### config.mk
export PLATFORM = sky130hd
export DESIGN_NAME = fade_hold_fade_blink_envelope
export DESIGN_NICKNAME = d
export VERILOG_FILES = /design/src/rtl/core/fhfbe_pkg.sv /design/src/rtl/core/fhfbe_div.sv /design/src/rtl/core/fade_hold_fade_blink_envelope.sv
export SDC_FILE = /design/constraint.sdc
export NUM_CORES = 1
export LEC_CHECK = 0
export BUFFER_PORTS_ARGS = -buffer_cell sky130_fd_sc_hd__buf_2
export CAP_MARGIN = 5
export CORE_UTILIZATION = 45
export DETAILED_ROUTE_END_ITERATION = 7
export GPL_ROUTABILITY_DRIVEN = 0
export PLACE_DENSITY = 0.61
export SETUP_SLACK_MARGIN = 0.4
export SLEW_MARGIN = 0
export SYNTH_ARGS = -nofsm -noshare
export SYNTH_HDL_FRONTEND = slang
export SYNTH_HIERARCHICAL = 1
export SYNTH_SLANG_ARGS = --single-unit
### constraint.sdc
create_clock -name i_clk -period 8.78 [get_ports i_clk]
set_input_delay 0.878 -clock i_clk [delete_from_list [all_inputs] [get_ports i_clk]]
set_output_delay 0.878 -clock i_clk [all_outputs]
set_load 0.05 [all_outputs]
### src/rtl/core/fhfbe_pkg.sv
// ----------------------------------------------------------------------------
// fhfbe_pkg: shared definitions for the fade/hold/fade/blink envelope
// operation codes, mode codes, register indexes and divider control types
// ----------------------------------------------------------------------------
`default_nettype none

package fhfbe_pkg;

    localparam int REG_W     = 24;
    localparam int NOW_W     = 32;
    localparam int CFG_IDX_W = 3;

    // request operation codes
    localparam logic [1:0] OP_TICK       = 2'd0;
    localparam logic [1:0] OP_FADE_OUT   = 2'd1;
    localparam logic [1:0] OP_FADE_IN    = 2'd2;
    localparam logic [1:0] OP_BLINK      = 2'd3;

    // envelope modes share the start code values
    localparam logic [1:0] MODE_NONE     = 2'd0;
    localparam logic [1:0] MODE_FADE_OUT = 2'd1;
    localparam logic [1:0] MODE_FADE_IN  = 2'd2;
    localparam logic [1:0] MODE_BLINK    = 2'd3;

    // configuration register indexes
    localparam logic [CFG_IDX_W-1:0] CFG_FIRST_RAMP   = 3'd0;
    localparam logic [CFG_IDX_W-1:0] CFG_HOLD         = 3'd1;
    localparam logic [CFG_IDX_W-1:0] CFG_SECOND_RAMP  = 3'd2;
    localparam logic [CFG_IDX_W-1:0] CFG_BLINK_TOTAL  = 3'd3;
    localparam logic [CFG_IDX_W-1:0] CFG_BLINK_PERIOD = 3'd4;

    typedef struct packed {
        logic start;
        logic blink;
    } t_div_ctl;

endpackage

`default_nettype wire

### src/rtl/core/fhfbe_div.sv
// ----------------------------------------------------------------------------
// fhfbe_div: iterative restoring divider
// one shared compare-subtract step per cycle while busy, one quotient bit per step
// ----------------------------------------------------------------------------
`default_nettype none

module fhfbe_div #(
    parameter int DVD_BITS = 32,
    parameter int QUO_BITS = 17,
    parameter int CNT_W    = $clog2(DVD_BITS + 1)
) (
    input  logic                           i_clk,
    input  logic                           i_rst_n,
    input  fhfbe_pkg::t_div_ctl            i_ctl,
    input  logic [DVD_BITS-1:0]            i_dvd,
    input  logic [fhfbe_pkg::REG_W-1:0]    i_rem,
    input  logic [fhfbe_pkg::REG_W-1:0]    i_dsr,
    output logic [QUO_BITS-1:0]            o_quo,
    output logic                           o_done
);
    import fhfbe_pkg::*;

    localparam logic [CNT_W-1:0] BLINK_STEPS = CNT_W'(DVD_BITS);
    localparam logic [CNT_W-1:0] RAMP_STEPS  = CNT_W'(QUO_BITS);

    logic [REG_W-1:0]    r_rem, n_rem;
    logic [REG_W-1:0]    r_dsr;
    logic [DVD_BITS-1:0] r_dvd;
    logic [QUO_BITS-1:0] r_quo;
    logic [CNT_W-1:0]    r_cnt, n_cnt;
    logic                r_busy, n_busy;
    logic                r_done, n_done;

    logic [REG_W:0]      w_trial;
    logic [REG_W:0]      w_diff;
    logic                w_ge;

    // shared compare-subtract step
    assign w_trial = {r_rem, r_dvd[DVD_BITS-1]};
    assign w_ge    = (w_trial >= {1'b0, r_dsr});
    assign w_diff  = w_trial - {1'b0, r_dsr};

    always_comb begin
        n_rem  = w_ge ? w_diff[REG_W-1:0] : w_trial[REG_W-1:0];
        n_cnt  = r_cnt;
        n_busy = r_busy;
        n_done = 1'b0;
        if (i_ctl.start) begin
            n_cnt  = i_ctl.blink ? BLINK_STEPS : RAMP_STEPS;
            n_busy = 1'b1;
        end else if (r_busy) begin
            n_cnt = r_cnt - CNT_W'(1);
            if (r_cnt == CNT_W'(1)) begin
                n_busy = 1'b0;
                n_done = 1'b1;
            end
        end
    end

    always_ff @(posedge i_clk) begin
        if (!i_rst_n) begin
            r_busy <= 1'b0;
            r_done <= 1'b0;
            r_cnt  <= '0;
        end else begin
            r_busy <= n_busy;
            r_done <= n_done;
            r_cnt  <= n_cnt;
        end
    end

    always_ff @(posedge i_clk) begin
        if (i_ctl.start) begin
            r_rem <= i_rem;
            r_dsr <= i_dsr;
            r_dvd <= i_dvd;
            r_quo <= '0;
        end else if (r_busy) begin
            r_rem <= n_rem;
            r_dvd <= {r_dvd[DVD_BITS-2:0], 1'b0};
            r_quo <= {r_quo[QUO_BITS-2:0], w_ge};
        end
    end

    assign o_quo  = r_quo;
    assign o_done = r_done;

endmodule

`default_nettype wire

### src/rtl/core/fade_hold_fade_blink_envelope.sv
// ----------------------------------------------------------------------------
// fade_hold_fade_blink_envelope: visibility envelope generator
// Each request carries an opcode and the current time in ms. Start requests
// (fade-out combo, fade-in combo, blink) stamp the time and report full
// visibility. Tick requests work out the elapsed time and report the level:
// linear ramp / hold / linear ramp for the combos, on/off for blink.
// Channels: request (i_in_valid/o_in_ready), result (o_out_valid/
// i_out_ready), configuration write (i_cfg_valid/o_cfg_ready, always ready).
// A start or an idle tick goes from S_IDLE through S_DONE to the result
// register; a tick that settles without a divide also passes S_DECIDE, and
// ramp and blink ticks wait in S_DIV for the radix-2 divider, which forms
// one quotient bit per cycle.
// One request is in flight at a time: o_in_ready is high only when idle.
// The result sits in an output register; a stalled receiver holds the
// block in its final state until the result register frees up.
// Reset clears the configuration registers and the start stamp to zero,
// the level to full visibility and the envelope to inactive.
// ----------------------------------------------------------------------------
`default_nettype none

module fade_hold_fade_blink_envelope #(
    parameter int TIME_BITS     = 32,
    parameter int FRACTION_BITS = 16
) (
    input  logic                              i_clk,
    input  logic                              i_rst_n,
    input  logic                              i_in_valid,
    output logic                              o_in_ready,
    input  logic [1:0]                        i_opcode,
    input  logic [fhfbe_pkg::NOW_W-1:0]       i_now_ms,
    output logic                              o_out_valid,
    input  logic                              i_out_ready,
    output logic [FRACTION_BITS:0]            o_visibility,
    output logic                              o_running,
    input  logic                              i_cfg_valid,
    output logic                              o_cfg_ready,
    input  logic [fhfbe_pkg::CFG_IDX_W-1:0]   i_cfg_index,
    input  logic [fhfbe_pkg::REG_W-1:0]       i_cfg_data
);
    import fhfbe_pkg::*;

    localparam int LVL_W    = FRACTION_BITS + 1;
    localparam int SUM_W    = REG_W + 2;
    localparam int CW       = (TIME_BITS > SUM_W) ? TIME_BITS : SUM_W;
    localparam int DVD_BITS = (TIME_BITS > LVL_W) ? TIME_BITS : LVL_W;
    localparam int CNT_W    = $clog2(DVD_BITS + 1);
    localparam logic [LVL_W-1:0] ONE = {1'b1, {FRACTION_BITS{1'b0}}};

    localparam logic [1:0] S_IDLE   = 2'd0;
    localparam logic [1:0] S_DECIDE = 2'd1;
    localparam logic [1:0] S_DIV    = 2'd2;
    localparam logic [1:0] S_DONE   = 2'd3;

    logic [1:0]           r_state, n_state;
    logic [1:0]           r_mode, n_mode;
    logic                 r_active, n_active;
    logic [TIME_BITS-1:0] r_start, n_start;
    logic [TIME_BITS-1:0] r_e, n_e;
    logic [LVL_W-1:0]     r_level, n_level;
    logic                 r_out_valid, n_out_valid;
    logic [LVL_W-1:0]     r_vis, n_vis;
    logic                 r_run, n_run;

    logic [REG_W-1:0]     r_first, r_hold, r_second, r_total, r_period;

    logic [TIME_BITS-1:0] w_now;
    logic [CW-1:0]        w_e_c;
    logic [SUM_W-1:0]     w_ah, w_ahb;
    logic [REG_W-1:0]     w_e24, w_x24;
    logic                 w_fo;

    t_div_ctl             w_div_ctl;
    logic [REG_W-1:0]     w_num, w_dsr, w_rem;
    logic [DVD_BITS-1:0]  w_dvd;
    logic [LVL_W-1:0]     w_quo;
    logic                 w_div_done;

    assign w_now = TIME_BITS'(i_now_ms);
    assign w_e_c = CW'(r_e);
    assign w_ah  = {2'b00, r_first} + {2'b00, r_hold};
    assign w_ahb = w_ah + {2'b00, r_second};
    assign w_e24 = REG_W'(r_e);
    assign w_x24 = REG_W'(w_e_c - CW'(w_ah));
    assign w_fo  = (r_mode == MODE_FADE_OUT);

    // ramp: dividend num * 2^FRACTION_BITS, first bit pre-shifted into the remainder
    assign w_rem = w_div_ctl.blink ? '0 : (w_num >> 1);
    assign w_dvd = w_div_ctl.blink ? DVD_BITS'(r_e)
                                   : {w_num[0], {(DVD_BITS-1){1'b0}}};

    always_comb begin
        n_state     = r_state;
        n_mode      = r_mode;
        n_active    = r_active;
        n_start     = r_start;
        n_e         = r_e;
        n_level     = r_level;
        n_out_valid = r_out_valid;
        n_vis       = r_vis;
        n_run       = r_run;
        w_div_ctl   = '0;
        w_num       = '0;
        w_dsr       = '0;

        if (r_out_valid && i_out_ready) begin
            n_out_valid = 1'b0;
        end

        case (r_state)
            S_IDLE: begin
                if (i_in_valid) begin
                    if (i_opcode != OP_TICK) begin
                        n_mode   = i_opcode;
                        n_active = 1'b1;
                        n_start  = w_now;
                        n_level  = ONE;
                        n_state  = S_DONE;
                    end else if (r_active) begin
                        n_e     = w_now - r_start;
                        n_state = S_DECIDE;
                    end else begin
                        n_state = S_DONE;
                    end
                end
            end
            S_DECIDE: begin
                n_state = S_DONE;
                if (r_mode == MODE_BLINK) begin
                    if (w_e_c > CW'(r_total)) begin
                        n_active = 1'b0;
                    end else if (r_period == '0) begin
                        n_level = ONE;
                    end else begin
                        w_div_ctl.start = 1'b1;
                        w_div_ctl.blink = 1'b1;
                        w_dsr           = r_period;
                        n_state         = S_DIV;
                    end
                end else if (r_mode == MODE_FADE_OUT || r_mode == MODE_FADE_IN) begin
                    if (w_e_c > CW'(w_ahb)) begin
                        n_active = 1'b0;
                        n_level  = ONE;
                    end else if (r_first != '0 && w_e_c <= CW'(r_first)) begin
                        w_div_ctl.start = 1'b1;
                        w_num           = w_fo ? (r_first - w_e24) : w_e24;
                        w_dsr           = r_first;
                        n_state         = S_DIV;
                    end else if (r_hold != '0 && w_e_c <= CW'(w_ah)) begin
                        n_level = w_fo ? '0 : ONE;
                    end else if (r_second == '0) begin
                        // empty second ramp lands straight on its end value
                        n_level = w_fo ? ONE : '0;
                    end else begin
                        w_div_ctl.start = 1'b1;
                        w_num           = w_fo ? w_x24 : (r_second - w_x24);
                        w_dsr           = r_second;
                        n_state         = S_DIV;
                    end
                end
            end
            S_DIV: begin
                if (w_div_done) begin
                    if (r_mode == MODE_BLINK) begin
                        n_level = w_quo[0] ? '0 : ONE;
                    end else begin
                        n_level = w_quo;
                    end
                    n_state = S_DONE;
                end
            end
            S_DONE: begin
                if (!r_out_valid || i_out_ready) begin
                    n_vis       = r_level;
                    n_run       = r_active;
                    n_out_valid = 1'b1;
                    n_state     = S_IDLE;
                end
            end
            default: begin
                n_state = S_IDLE;
            end
        endcase
    end

    always_ff @(posedge i_clk) begin
        if (!i_rst_n) begin
            r_state     <= S_IDLE;
            r_mode      <= MODE_NONE;
            r_active    <= 1'b0;
            r_start     <= '0;
            r_level     <= ONE;
            r_out_valid <= 1'b0;
        end else begin
            r_state     <= n_state;
            r_mode      <= n_mode;
            r_active    <= n_active;
            r_start     <= n_start;
            r_level     <= n_level;
            r_out_valid <= n_out_valid;
        end
    end

    always_ff @(posedge i_clk) begin
        r_e   <= n_e;
        r_vis <= n_vis;
        r_run <= n_run;
    end

    always_ff @(posedge i_clk) begin
        if (!i_rst_n) begin
            r_first  <= '0;
            r_hold   <= '0;
            r_second <= '0;
            r_total  <= '0;
            r_period <= '0;
        end else if (i_cfg_valid) begin
            case (i_cfg_index)
                CFG_FIRST_RAMP:   r_first  <= i_cfg_data;
                CFG_HOLD:         r_hold   <= i_cfg_data;
                CFG_SECOND_RAMP:  r_second <= i_cfg_data;
                CFG_BLINK_TOTAL:  r_total  <= i_cfg_data;
                CFG_BLINK_PERIOD: r_period <= i_cfg_data;
                default: begin
                end
            endcase
        end
    end

    fhfbe_div #(
        .DVD_BITS (DVD_BITS),
        .QUO_BITS (LVL_W),
        .CNT_W    (CNT_W)
    ) u_div (
        .i_clk   (i_clk),
        .i_rst_n (i_rst_n),
        .i_ctl   (w_div_ctl),
        .i_dvd   (w_dvd),
        .i_rem   (w_rem),
        .i_dsr   (w_dsr),
        .o_quo   (w_quo),
        .o_done  (w_div_done)
    );

    assign o_in_ready   = (r_state == S_IDLE);
    assign o_out_valid  = r_out_valid;
    assign o_visibility = r_vis;
    assign o_running    = r_run;
    assign o_cfg_ready  = 1'b1;

endmodule

`default_nettype wire

---- Yosys cells after proc, flatten, opt, wreduce, memory -nomap -nowiden ----
Cells that the tools add are included.
cells by class
  divide/modulo/power cells ............... 0
  magnitude comparators ................... 5
  add/subtract/negate cells ............... 8
  shifts and indexed selects .............. 0
  eq/ne operators ......................... 22
  multipliers ............................. 0
  reduce and logical (&&, ||, !) cells .... 28
  mux-type cells .......................... 81
  bitwise operators ....................... 3
operators by type and width
  kind                                                         count
  24-bit 2-to-1 mux                                            20
  17-bit 2-to-1 mux                                            15
  32-bit 2-to-1 mux                                            3
  24-bit subtractor                                            4
  17-bit case mux with 3 select lines                          1
  24-bit zero test                                             2
  24-bit nonzero test                                          2
  32-bit by 24-bit > comparator with 1-bit output              1
  32-bit by 26-bit > comparator with 1-bit output              1
  32-bit by 24-bit less-or-equal comparator with 1-bit output  1
  32-bit by 25-bit less-or-equal comparator with 1-bit output  1
  32-bit subtractor                                            1
  1-bit 2-to-1 mux                                             27
  25-bit by 24-bit adder with 26-bit output                    1
  24-bit by 24-bit adder with 25-bit output                    1
  25-bit by 24-bit >= comparator with 1-bit output             1
  23-bit 2-to-1 mux                                            1
  2-bit 2-to-1 mux                                             9
  6-bit 2-to-1 mux                                             3
  3-bit inequality test, second input constant                 5
  2-bit AND reduction                                          6
  9-bit AND reduction                                          1
  2-bit equality test, second input constant                   4
  2-bit case mux with 4 select lines                           1
  other kinds (23)                                             35
word-level totals
  bits in latches ......................... 0
  memories ................................ 0
  input bits .............................. 66
  bits in writable memories ............... 0
  memory bits (read-only) ................. 0
  register bits ........................... 330
  output and inout port bits .............. 21

---- Logic depth before layout (Yosys ltp) ----
Gate-level depths: netlist of the first run.
  depth in word-level cells ............... 13
  gate-level depth with buffers ........... 35

---- Cells and area by module ----
Netlist of the first run, hierarchy kept.
by module, submodules not included
  module                         cells an instance  seq. area each (um^2)  times used  area an instance (um^2)
  fade_hold_fade_blink_envelope  2433               5004.8                 1           18700.4
  fhfbe_div                      482                2902.8                 1           5612.9

---- Least setup slack after synthesis of the first run ----
OpenSTA, ideal clock, no wires.
  path kind ............................... reg-to-reg
  start point ............................. register r_first[1]
  end point ............................... register u_div.r_dvd[0] (enable)
  stages on the path, launching flop included .. 33
  arrival time ............................ 8310 ps
  library setup time ...................... 389 ps
  setup slack ............................. 81 ps
  clock period less this slack ............ 8699 ps
  cells stage by stage .................... dfxtp_1 -> ha_1 -> a21o_1 -> a21oi_1 -> nand2b_1 -> a211oi_1 -> o31ai_1 -> nand2_1 -> a21oi_1 -> o21bai_1 -> xor2_1 -> ha_1 -> and3_1 -> and3_1 -> a32oi_1 -> nand2_1 -> o41ai_1 -> nor3_1 -> a2111oi_2 -> a21oi_1 -> xnor2_1 -> ha_1 -> a21oi_1 -> o21ai_0 -> nor4_1 -> o211ai_1 -> a31oi_4 -> a31oi_1 -> nor2b_1 -> clkbuf_1 -> clkbuf_1 -> clkbuf_1 -> or2_2
RTL lines
  item                      RTL line                              RTL
  start: declaration        fade_hold_fade_blink_envelope.sv:64   logic [REG_W-1:0] r_first, r_hold, r_second, r_total, r_period;
  start signal: assignment  fade_hold_fade_blink_envelope.sv:218  CFG_FIRST_RAMP: r_first <= i_cfg_data;
  end signal: assignment    fhfbe_div.sv:76                       r_dvd <= i_dvd;
  end signal: assignment    fhfbe_div.sv:80                       r_dvd <= {r_dvd[DVD_BITS-2:0], 1'b0};
  end: declaration          fhfbe_div.sv:28                       logic [DVD_BITS-1:0] r_dvd;

==> flow_summary.json, run 1 <==
{
  "pwr-share-seq_pct": 39.4,
  "power_frac_clock_pct": 39.2,
  "end_kind": "flop",
  "hold_viol_final": 0,
  "pre_cts_slack_ns": 0.868,
  "synth_most_common_cell": "nand2_1",
  "vdd_drop_max_mv": 0.143,
  "clkSlewWorstSetupHoldPaths_ns": 0.06,
  "synth_top_family_by_area": "compound AO/OA/AOI/OAI gates",
  "crit_path_frequent_cell": "a21oi_1",
  "synth_common_cells": "nand2_1, a21oi_1, ha_1, inv_1, dfxtp_1",
  "synthSimpleGateAreaFrac_pct": 18.3,
  "drc": 0,
  "place_hpwl_um": 54300,
  "maxSlewHeadroom_pct": 10.7,
  "final_cell_area_mm2": 0.0267,
  "yosys_most_used_dff": "dfxtp_1",
  "rsz0062_at_grt": "no",
  "multi_input_area_mm2": 0.0152,
  "rows": 84,
  "clockBufferDepth": 3,
  "arrival_ns": 8.19,
  "synth-compound-area-share_pct": 20.5,
  "max_stage_delay_ns": 0.53,
  "grtUsageTotal_pct": 25.8,
  "period_share_pct": 89.8,
  "critPathMaxFanout": 57,
  "drive_above_1_share_pct": 8.73,
  "cts_root_buffer": "clkbuf_16",
  "grt_antenna_before_repair": 0,
  "setup_viol": 0,
  "setup_slack_ns": 0.897,
  "n_antenna_cell": 0,
  "synthMuxAreaShare_pct": 4.16,
  "leakage_nw": 10.8,
  "netlist_area_mm2": 0.0243,
  "num_vias": 21180,
  "start_util_pct": 45.9,
  "hold_path_class": "reg2reg",
  "drt_iter0_drc": 1698,
  "post_dp_cell_area_mm2": 0.0253,
  "cts_hold_buf": 0,
  "grt_pass1_wl_um": 111000,
  "yosysSeqAreaShare_pct": 32.5,
  "die_x_um": 234,
  "cts_tree": "done",
  "comb_power_share_pct": 21.4,
  "post-route-util_pct": 50.5,
  "final_max_slew_viol_count": 0,
  "grt_max_degree": 114,
  "cts_sinks": 330,
  "core-area_mm2": 0.0530,
  "ys_types": 92,
  "boundaryPins": 87,
  "fin_worst_skew_ns": 0.0250,
  "status": "finished, final reports clean",
  "drv_cap": 0,
  "synthCells": 2915,
  "nets": 3279,
  "via_per_inst": 5.78,
  "worst_pin_slew_ns": 1.33,
  "maxClockFrequency_mhz": 127,
  "power.internal_mw": 3.03,
  "htree_levels": 2,
  "cp.required_ns": 9.09,
  "routed_wl_um": 71200,
  "grt_remaining_overflow": 0,
  "die_y_um": 234,
  "synth_edf_count": 130,
  "postRouteAntennaNets": 0,
  "finalSetupTns_ns": 0,
  "port_buffers": 85,
  "wl_per_cell_um": 19.4,
  "synthArstFlopShare_pct": 0,
  "post-synth-top-area-cell": "dfxtp_1",
  "cts_made_buffers": 39,
  "synth_fa_ha_area_share_pct": 13.9,
  "first_pass_iters": 7,
  "critical_path_class": "reg2reg",
  "p_per_area_mw_per_mm2": 163,
  "startpoint_type": "flop",
  "synth_area_per_cell_um2": 8.34,
  "p_sw_mw": 1.32,
  "dieArea_mm2": 0.0550,
  "regArea_mm2": 0.00791,
  "synth.area.top_cells": "dfxtp_1, edfxtp_1, ha_1",
  "grt_pass1_vias": 20653,
  "min_period_ns": 7.88,
  "area_growth_pct": 9.94,
  "insertion_delay_ns": 0.58,
  "switching_share_pct": 30.3,
  "slowest_stage": "dfxtp_1",
  "synth_top_area_share_pct": 16.5,
  "yosys_warnings": 6,
  "fillers": 5130,
  "synth_xor_area_share_pct": 5.55,
  "ys_ff_latch": 330
}
==> kinds of logic (layout without fill, tap and decap cells) <==
family          count (synthesis)  count (layout)
compound gates                783             783
mux                            96              96
flops                         330             330
buf+inv                       320             376
simple gates                  965             965
fa+ha+maj                     265             265
other cells                     2               9
xor+xnor                      154             154
==> cell usage in the layout (no fill, tap or decap), types with 10 or more instances in the layout <==
| cell type | instances |
|---|---|
| or2_2 | 15 |
| inv_1 | 201 |
| nand3b_1 | 17 |
| nor2_1 | 137 |
| a22oi_1 | 34 |
| xnor2_1 | 88 |
| nand2_1 | 484 |
| nand4_1 | 37 |
| mux2i_1 | 56 |
| xor2_1 | 66 |
| o21ai_1 | 16 |
| a21oi_1 | 308 |
| nor3_1 | 41 |
| o31ai_1 | 11 |
| a31oi_1 | 13 |
| a211oi_1 | 16 |
| edfxtp_1 | 130 |
| o21a_1 | 26 |
| o311ai_0 | 10 |
| and3_1 | 19 |
| buf_4 | 15 |
| buf_2 | 85 |
| a21o_1 | 95 |
| o21ai_0 | 121 |
| and2_1 | 37 |
| o21bai_1 | 16 |
| nor4_1 | 31 |
| nand2b_1 | 39 |
| ha_1 | 257 |
| nand3_1 | 39 |
| dfxtp_1 | 200 |
| clkbuf_16 | 42 |
| nor2b_1 | 37 |
| mux2_2 | 39 |
| o22ai_1 | 11 |
| o211ai_1 | 20 |
==> final cells by class <==
class	instances	area share, %
inverter	202	2.85
clock inverter	18	0.805
timing repair buffer	103	2.22
sequential	330	29.6
tap	688	3.22
clock buffer	53	4.31
multi-input combinational	2272	57.0
==> routing by layer <==
metal	global-route usage [%]	up-vias	wire (µm)
met5	0	-	0
met4	10.8	0	3090
met3	3.78	166	4310
met2	42.2	658	32500
met1	33.9	9974	31300
li1	-	10382	-
==> state kept, by name (all words and copies together) (netlist names), 2 cells and up <==
name / count
o_visibility: 17
u_div/r_rem: 24
u_div/o_quo: 17
r_start: 32
r_e: 32
r_state: 2
r_mode: 2
r_hold: 24
u_div/r_cnt: 6
u_div/r_dvd: 32
u_div/r_dsr: 24
r_level: 17
r_first: 24
r_second: 24
r_total: 24
r_period: 24
==> worst paths after layout <==
| path | start | to | slack (ns) | cells after the start |
|---|---|---|---|---|
| worst max-delay path | r_first[1] | u_div/r_dvd[5] | 0.90 | 31 |
| worst min register to register | r_level[1] | o_visibility[1] | 0.43 | 0 |
| worst min-delay path | r_level[1] | o_visibility[1] | 0.43 | 0 |
| worst max register to register | r_first[1] | u_div/r_dvd[5] | 0.90 | 31 |
==> timing repair <==
| item | in CTS | in global routing |
|---|---|---|
| setup endpoints to repair | 0 | 133 |
| buffers inserted | 0 | 0 |
| gates resized for setup | 0 | 6 |
==> metrics by stage <==
| step | power [mW] | std cells | hold slack, ns |
|---|---|---|---|
| after CTS | 4.37 | 3665 | 0.434 |
| after global placement | 2.64 | 3594 | 0.417 |
| after global routing | 4.54 | 3666 | 0.447 |
| after detailed placement | 2.66 | 3594 | 0.417 |
| final | 4.34 | 3666 | 0.434 |
| after floorplan | 2.43 | 2922 | 0.402 |
==> power by group through the flow <==
stage          clock, mW  sequential (mW)  combinational, mW
2_1_floorplan          0             1.75              0.683
5_1_grt             1.80             1.72               1.03
3_5_place_dp           0             1.74              0.921
3_3_place_gp           0             1.74              0.904
4_1_cts             1.74             1.71              0.925
6_report            1.70             1.71              0.929
==> critical path: cells and delay by family (launching register included) <==
| family | cells | cell delay [ns] |
|---|---|---|
| xor gates and xnor gates | 1 | 0.17 |
| buffers and inverters | 1 | 0.31 |
| AOI/OAI and AO/OA | 17 | 3.78 |
| and+or+nand+nor | 8 | 1.43 |
| DFF | 1 | 0.53 |
| adders and majority gates | 3 | 0.98 |
| muxes | 1 | 0.36 |
(Power assumes the default switching activity.)
==> run 2, diff against run 1 <==
CORE_ASPECT_RATIO = 1.75   (was not set)
GPL_TIMING_DRIVEN = 0   (was not set)
SYNTH_HIERARCHICAL = not set   (was 1)
==> run 2 against run 1 <==
Maximum frequency is 3.8% lower; power shrank 5.3%; the run now ends with DRC left; via count grew 0.48%; synthesized cell count fell by 2.1%; sequential power about the same; highest routed layer unchanged; core utilization decreased by 0.061 points; die area down 2.1%.
==> flow_summary.json, run 2 <==
{
  "hold_path_class": "reg2reg",
  "critPathBufInv": 5,
  "port_buffers": 84,
  "status": "complete, but fails checks",
  "regArea_mm2": 0.00791,
  "grt_pass1_wl_um": 120000,
  "drv_cap": 0,
  "maxSlewHeadroom_pct": 14.3,
  "ys_ff_latch": 330,
  "multi_input_area_mm2": 0.0148,
  "die_x_um": 176,
  "hold_ws_ns": 0.431,
  "ys_types": 76,
  "post-synth-top-area-cell": "dfxtp_1",
  "first_pass_iters": 7,
  "drc": 6,
  "final_max_slew_viol_count": 0,
  "report.power.total_mw": 4.12,
  "cts_root_buffer": "clkbuf_16",
  "place_hpwl_um": 64900,
  "cts_tree": "done",
  "postRouteAntennaNets": 0,
  "synth_area_per_cell_um2": 8.33,
  "rsz0062_at_grt": "no",
  "synth-compound-area-share_pct": 20.9,
  "grt_antenna_before_repair": 2,
  "rows": 111,
  "grt_remaining_overflow": 0,
  "grt_pass1_vias": 21854,
  "num_vias": 21282,
  "yosys_most_used_dff": "dfxtp_1",
  "synthSimpleGateAreaFrac_pct": 17.7,
  "dieArea_mm2": 0.0538,
  "synth_edf_count": 130,
  "n_antenna_cell": 0,
  "final_cell_area_mm2": 0.0263,
  "slowest_stage": "nor4b_4",
  "critical_path_class": "reg2reg",
  "fillers": 5089,
  "critPathMaxFanout": 36,
  "cp.required_ns": 9.00,
  "fin_worst_skew_ns": 0.0180,
  "synthArstFlopShare_pct": 0,
  "failed_checks": "DRC",
  "reg_top3": "r_e (32), r_start (32), u_div.r_dvd (32)",
  "vdd_drop_max_mv": 0.163,
  "synth_common_cells": "nand2_1, ha_1, inv_1, dfxtp_1, a21oi_1",
  "cts_made_buffers": 34,
  "min_period_ns": 8.19,
  "synth_most_common_cell": "nand2_1",
  "nets": 3312,
  "setup_viol": 0,
  "worst_pin_slew_ns": 1.25,
  "via_per_inst": 5.78,
  "htree_levels": 2,
  "hold_viol_final": 0,
  "period_share_pct": 93.3,
  "layout_commonest_cell": "nand2_1",
  "drt_iter0_drc": 1183,
  "yosysSeqAreaShare_pct": 33.2,
  "synth_xor_area_share_pct": 5.71,
  "cts_sinks": 330,
  "synth_fa_ha_area_share_pct": 14.1,
  "area_growth_pct": 10.7,
  "core-area_mm2": 0.0522,
  "start_util_pct": 45.5,
  "startpoint_type": "flop",
  "synth_nets": 3185,
  "boundaryPins": 87,
  "leakage_nw": 10.7,
  "cp_top_family": "compound AO/OA/AOI/OAI gates",
  "wl_per_cell_um": 21.5,
  "arrival_ns": 8.41,
  "routed_wl_um": 79200,
  "drive_above_1_share_pct": 6.55,
  "die_y_um": 306,
  "yosys_warnings": 0,
  "synth.area.top_cells": "dfxtp_1, edfxtp_1, ha_1",
  "synthMuxAreaShare_pct": 3.17,
  "max_stage_delay_ns": 0.47,
  "clockBufferDepth": 3,
  "final_cell_mix": "nand2_1, ha_1, inv_1",
  "grt_max_degree": 37,
  "netlist_area_mm2": 0.0238,
  "post_dp_cell_area_mm2": 0.0251,
  "insertion_delay_ns": 0.54,
  "p_per_area_mw_per_mm2": 156,
  "synthCells": 2855,
  "grtUsageTotal_pct": 29.5,
  "maxClockFrequency_mhz": 122,
  "clkSlewWorstSetupHoldPaths_ns": 0.06,
  "end_kind": "flop",
  "synth_top_area_share_pct": 16.8,
  "synth_top_family_by_area": "compound AO/OA/AOI/OAI gates"
}
-- run 2: worst paths after layout --
| path | start | endpoint | slack, ns | cells past startpoint |
|---|---|---|---|---|
| min reg2reg | r_level[9] | o_visibility[9] | 0.43 | 0 |
| max reg2reg | r_first[0] | u_div.r_dvd[5] | 0.59 | 33 |
| max | r_first[0] | u_div.r_dvd[5] | 0.59 | 33 |
| min | r_level[9] | o_visibility[9] | 0.43 | 0 |
-- run 2: worst reg2reg max path, delay by kind of cell, from the launching register on --
| family | cells | cell delay, ns |
|---|---|---|
| simple gates | 9 | 2.05 |
| compound gates | 13 | 2.73 |
| xor+xnor | 2 | 0.49 |
| fa+ha+maj | 4 | 1.22 |
| flops | 1 | 0.42 |
| buf+inv | 5 | 0.93 |
-- run 2: area by class of cell --
type / count / area share [%]
Multi-Input combinational cell: 2205 / 56.1
Sequential cell: 330 / 30.1
Inverter: 218 / 3.12
Tap cell: 678 / 3.22
Timing Repair Buffer: 89 / 1.79
Timing Repair inverter: 1 / 0.0285
Clock buffer: 42 / 3.43
Clock inverter: 19 / 0.713
Buffer: 103 / 1.54
-- run 2: per-layer routing --
metal  up-vias  part of all wire, %  wire, µm  track usage [%]
met5         -                    0         0                0
met4         0                   11      9000             28.8
met3       344                  3.5      2770             3.06
met2       657                   52     40900             54.8
met1      9995                   33     26500             27.4
li1      10286                    -         -                -
-- run 2: cell families after synthesis --
family | after synthesis
other cells | 1
flops | 330
simple gates | 944
mux | 70
buf+inv | 321
compound gates | 770
xor+xnor | 155
fa+ha+maj | 264
-- run 2: what timing repair did --
action	CTS	global route
buffers inserted	2	2
endpoints found under the hold margin	0	0
hold buffers	0	0
cloned	1	1
resized for setup	8	13
endpoints found under the setup margin	179	138
-- run 2: metrics by stage --
step	TNS, ns	setup slack (ns)	util, %	std cells
final	0	0.590	50.4	3685
after global routing	0	0.404	50.4	3685
after CTS	0	0.401	50.2	3682
after detailed placement	-68.30	-0.828	48.0	3618
after global placement	-130.76	-2.03	48.0	3617
after floorplan	0	1.31	-	2855
-- run 2: where the power goes --
group | internal (mW) | switching, mW | total, mW | leakage [nW]
registers | 1.66 | 0.0475 | 1.71 | 2.75
logic | 0.332 | 0.609 | 0.942 | 7.42
clock network | 0.825 | 0.644 | 1.47 | 0.515
